**config.mk**
```make
export PLATFORM = sky130hd
export DESIGN_NAME = tidsu_compare
export DESIGN_NICKNAME = d
export VERILOG_FILES = /design/src/rtl/tidsu_pkg.sv /design/src/rtl/tidsu_compare.sv
export SDC_FILE = /design/constraint.sdc
export NUM_CORES = 1
export LEC_CHECK = 0
export BUFFER_PORTS_ARGS = -buffer_cell sky130_fd_sc_hd__buf_2
export CAP_MARGIN = 20
export CELL_PAD_IN_SITES_DETAIL_PLACEMENT = 2
export CELL_PAD_IN_SITES_GLOBAL_PLACEMENT = 2
export CORE_MARGIN = 1.5
export CORE_UTILIZATION = 19
export DETAILED_ROUTE_END_ITERATION = 8
export PLACE_DENSITY = 0.83
export SLEW_MARGIN = 20
export SYNTH_ARGS = -nofsm -noshare
export SYNTH_HDL_FRONTEND = slang
export SYNTH_SLANG_ARGS = --single-unit
```
**constraint.sdc**
```tcl
create_clock -name vclk -period 1.9
set_input_delay 0.19 -clock vclk [all_inputs]
set_output_delay 0.19 -clock vclk [all_outputs]
set_load 0.01 [all_outputs]
```
**src/rtl/tidsu_pkg.sv**
```systemverilog
// Shared types, codes and a helper function for the transparent item depth sorter.
// Depends on nothing; every other file in rtl/ refers to it by scoped names.
package tidsu_pkg;

   localparam int CAPACITY  = 1024;
   localparam int ADDR_W    = $clog2(CAPACITY);
   localparam int CNT_W     = $clog2(CAPACITY + 1);
   localparam int NUM_KINDS = 6;
   localparam int KCNT_W    = 11;

   typedef enum logic [1:0] {
      OP_CLEAR = 2'd0,
      OP_ADD   = 2'd1,
      OP_SORT  = 2'd2,
      OP_READ  = 2'd3
   } op_type;

   typedef enum logic [1:0] {
      STATUS_OK   = 2'd0,
      STATUS_FULL = 2'd1,
      STATUS_END  = 2'd2
   } status_type;

   localparam logic [2:0] RANK_OTHER = 3'd6;

   // One stored item.
   typedef struct packed {
      logic [31:0] distance_sq;
      logic [31:0] batch_key;
      logic [2:0]  kind;
      logic [7:0]  sub_kind;
      logic [9:0]  payload_index;
   } entry_type;

   // Legacy category rank: the kind code for known kinds, otherwise the last rank.
   function automatic logic [2:0] kind_rank(input logic [2:0] kind);
      kind_rank = (kind < 3'(NUM_KINDS)) ? kind : RANK_OTHER;
   endfunction

endpackage

```
**src/rtl/tidsu_compare.sv**
```systemverilog
// Shared ordering comparator: true when item a must be drawn strictly before item b.
// Depends on tidsu_pkg for the entry type and the kind rank function.
module tidsu_compare (
   input  logic                 category_mode,
   input  tidsu_pkg::entry_type a,
   input  tidsu_pkg::entry_type b,
   output logic                 a_first
);

   logic [2:0] rank_a;
   logic [2:0] rank_b;

   assign rank_a = tidsu_pkg::kind_rank(a.kind);
   assign rank_b = tidsu_pkg::kind_rank(b.kind);

   // Lexicographic compare: rank (category mode), far to near, kind, batch, payload.
   always_comb begin
      if (category_mode && (rank_a != rank_b)) begin
         a_first = rank_a < rank_b;
      end else if (a.distance_sq != b.distance_sq) begin
         a_first = a.distance_sq > b.distance_sq;
      end else if (a.kind != b.kind) begin
         a_first = a.kind < b.kind;
      end else if (a.batch_key != b.batch_key) begin
         a_first = a.batch_key < b.batch_key;
      end else begin
         a_first = a.payload_index < b.payload_index;
      end
   end

endmodule

```
# Yosys cells after proc, flatten, opt, wreduce, memory -nomap -nowiden
# Index checks and enable logic that the tools add are counted.
[totals]
reg_bits = 0
elab_cells = 18
[op_classes]
n_lt_le_gt_ge = 7
n_eq_ne = 4
mux = 6
reduce_logical = 1
[ops]
columns = ["op", "n"]
rows = [
  ["32-bit inequality test", 2],
  ["32-bit greater-than comparator", 1],
  ["32-bit < comparator", 1],
  ["10-bit < comparator", 1],
  ["3-bit < comparator", 2],
  ["3-bit < comparator, second input constant", 2],
  ["3-bit 2-to-1 mux", 2],
  ["3-bit inequality test", 2],
  ["1-bit 2-to-1 mux", 4],
  ["1-bit logical AND", 1],
]

# Depth between registers and ports, before layout
[depth]
depth_word = 5
depth_mapped = 8

# Worst setup path after synthesis
# Ideal clock, no wire load.
[synth_timing]
path_type = "input port to output port"
start = "in b[32] (netlist bit)"
end = "out a_first"
arrival_time_ns = 1.697
t_required_ns = 1.710
setup_slack_ns = 0.013
cell_stages = 8
path_buffers = 0
path_cell_list = "inv_1 > ha_1 > a21oi_2 > o21ai_1 > a221o_1 > a2111oi_2 > o221ai_1 > a31oi_1"
[synth_between]
elab_chain_len = 5
elab_cells_between_ends = 6
classes_between = "order compare: 1; eq/ne: 1; mux: 4"
[synth_lines]
columns = ["item", "line_no", "source"]
rows = [
  ["from (decl)", "tidsu_compare.sv:6", "input tidsu_pkg::entry_type b,"],
  ["32-bit < comparator or 32-bit inequality test (tied branches)", "tidsu_compare.sv:25, tidsu_compare.sv:24", ""],
  ["1-bit 2-to-1 mux *", "tidsu_compare.sv:24", "end else if (a.batch_key != b.batch_key) begin"],
  ["1-bit 2-to-1 mux *", "tidsu_compare.sv:22", "end else if (a.kind != b.kind) begin"],
  ["1-bit 2-to-1 mux *", "tidsu_compare.sv:20", "end else if (a.distance_sq != b.distance_sq) begin"],
  ["1-bit 2-to-1 mux *", "tidsu_compare.sv:18", "if (category_mode && (rank_a != rank_b)) begin"],
  ["to (decl)", "tidsu_compare.sv:7", "output logic a_first"],
]
# Mark *: on every way between the ends. The rest lies on a longest branch, timed or not.

# Worst setup path after layout
[layout_timing]
start = "in b[36] (netlist bit)"
end = "out a_first"
# The elaborated chain is that of the path after synthesis.

==> key figures <==
Critical path
  – Setup CP Type: in -> out
  – Crit end category: output port
  – Required time of the critical path: 1.71 ns
  – Largest fanout on the critical path: 2
  – Startpoint Class: input port
  – CP Data Arrival Time: 1.92 ns

Power
  – Peak VDD IR: 0.0624 mV
  – Leakage: 0.00199 µW
  – PwrDens: 201 mW/mm²

Detailed routing
  – DR vias/cell: 4.51
  – DR WL/cell: 14.3 µm
  – Post-Route WL: 8540 µm
  – Detail Route Antenna Nets: 0
  – Detailed router's first-iteration violation count: 18
  – Vias: 2695
  – DRC Markers: 0
  – Detailed Routing Iterations Pass 1: 3

Timing
  – Slack of the critical path: -0.212 ns
  – Relative slew margins: 0.722
  – Min cycle time layout: 2.11 ns
  – Final setup violation count: 1
  – Tcrit/Tclk final: 1.11
  – Unrepaired setup endpoints after global routing: yes
  – Tightest Pin Transition: 0.414 ns
  – Fmax achieved: 474 MHz
  – Slew Limit Fails: 0
  – Final hold vios: 0

Global route
  – Overall Global Routing Usage: 0.140
  – First-pass GRT wire length: 13200 µm
  – Largest net degree at the start of global routing: 4
  – Vias in the first global route: 3037
  – GRT overflow: 0
  – Initial antenna violation count: 0

Layout
  – Most common cell after layout, fill and taps aside: buf_2
  – Most frequent cells in the layout: buf_2 (153), inv_1 (72), ha_1 (64)
  – Seq Cell Count: 0
  – Clkbuf count: 0
  – Final instance area: 0.00341 mm²
  – Area taken by flip-flops and latches: 0 µm²
  – Layout Nets: 714
  – ANT cells: 0
  – # fillers: 1247
  – Layout cells sized above 1: 0.465
  – Area grow syn2layout: 67.8%

Logic synthesis
  – Mapped Nets: 536
  – Cell Area, Synth: 0.00203 mm²
  – Post-Synth XOR/XNOR Area: 0
  – Yosys warns: 0
  – Mux contribution to synthesized area: 0
  – Synth Instances: 286
  – Top-area cell type share of the netlist area: 0.486
  – Syn_area_per_cell: 7.11 µm²
  – Top cells by area, synth: ha_1 (49%), inv_1 (15%), a21oi_1 (6.4%)
  – Distinct cells, synth: 32
  – Area leader, netlist: ha_1
  – Largest family of logic cells by synthesized area: adder cells
  – Post-synthesis simple-gate area fraction: 0.151
  – Sequential area share after synthesis: 0
  – Post-synthesis compound-gate area fraction: 0.212
  – Post-Synth Adder-Cell Area: 0.486

Worst hold path
  – Worst Hold Class: in -> out
  – Hold Path Origin: category_mode
  – Number of cells on the worst hold path: 5
  – Endpoint, Worst Hold: a_first

Floorplanning
  – I/O pin total: 172
  – Cell Rows: 37
  – Die height: 106 µm
  – Chip width: 106 µm
  – Total core area: 0.0104 mm²
  – Initial Utilization: 0.196
  – DIE AREA: 0.0113 mm²

Place
  – HPWL after detailed placement: 7790 µm
  – GPL Wtd Cong: 0.742
  – Place WS: -0.403 ns
  – Placed Area: 0.00312 mm²
  – Number of port buffers: 156

Status
  – Status: finished, violations left
  – Failing checks: negative setup slack

Run
  – Max Cap Violations: 0
==> synth_stat cells (3+ instances only) <==
cell / instances
a21boi_0: 3
a21o_1: 10
ha_1: 79
a21oi_1: 26
nand3_1: 9
nand4_1: 15
o21ai_0: 10
nand2_1: 13
inv_1: 80
nor2_1: 11
nor3_1: 3
==> report_power, final <==
part | internal (µW) | switching [µW]
clock | 0 | 0
sequential | 0 | 0
combinational | 366 | 319
==> timing repair <==
| item | 4_1_cts | 5_1_grt |
|---|---|---|
| buffers inserted | 2 | 2 |
| resized for setup | 17 | 21 |
| hold buffers | 0 | 0 |
| setup endpoints to repair | 1 | 1 |
| pin swaps | 6 | 20 |
==> final cells by class <==
cell class | instances | area (µm²) | area share
multi-input combinational | 204 | 1970 | 0.578
tap | 136 | 170 | 0.0499
inverter | 80 | 305 | 0.0894
timing repair buffer | 178 | 965 | 0.283
==> metrics by stage <==
stage | power [µW] | util | hold slack (ns) | TNS [ns] | cells
floorplan | 305 | - | 0.599 | 0 | 286
global placement | 576 | 0.301 | 0.962 | -0.309 | 595
detailed placement | 625 | 0.301 | 0.969 | -0.403 | 595
CTS | 661 | 0.313 | 0.969 | -0.352 | 597
global route | 782 | 0.329 | 0.901 | -0.303 | 598
finish | 685 | 0.329 | 0.853 | -0.212 | 598
==> worst max path at each step <==
stage          startpoint      end  slack [ns]  cells past startpoint
6_report            b[36]  a_first       -0.21                      9
5_1_grt             b[52]  a_first       -0.30                     10
3_3_place_gp        a[32]  a_first       -0.31                      9
3_5_place_dp        a[32]  a_first       -0.40                      9
2_1_floorplan       b[32]  a_first        0.01                      8
4_1_cts             b[36]  a_first       -0.35                      9
==> routing by layer <==
layer | vias to the layer above | global-route usage | part of all wire
met5 | - | 0 | 0
met4 | 0 | 0.00476 | 0.0057
met3 | 4 | 0.0104 | 0.046
met2 | 85 | 0.314 | 0.58
met1 | 1259 | 0.142 | 0.36
li1 | 1347 | - | -
==> worst max-delay path: stages <==
cell,delay (ns)
buf_6,0.10
inv_4,0.05
ha_4,0.19
and4_1,0.23
a221o_1,0.38
a2111oi_4,0.33
o221ai_2,0.15
a31oi_1,0.14
buf_2,0.16
==> cell families (layout without fill, tap and decap cells) <==
group,count (synthesis),count (layout)
AND/OR/NAND/NOR,60,60
buffers and inverters,82,258
AO/OA/AOI/OAI,65,65
adder cells (fa/ha/maj),79,79
No activity file was read; power rests on OpenSTA's default activity.
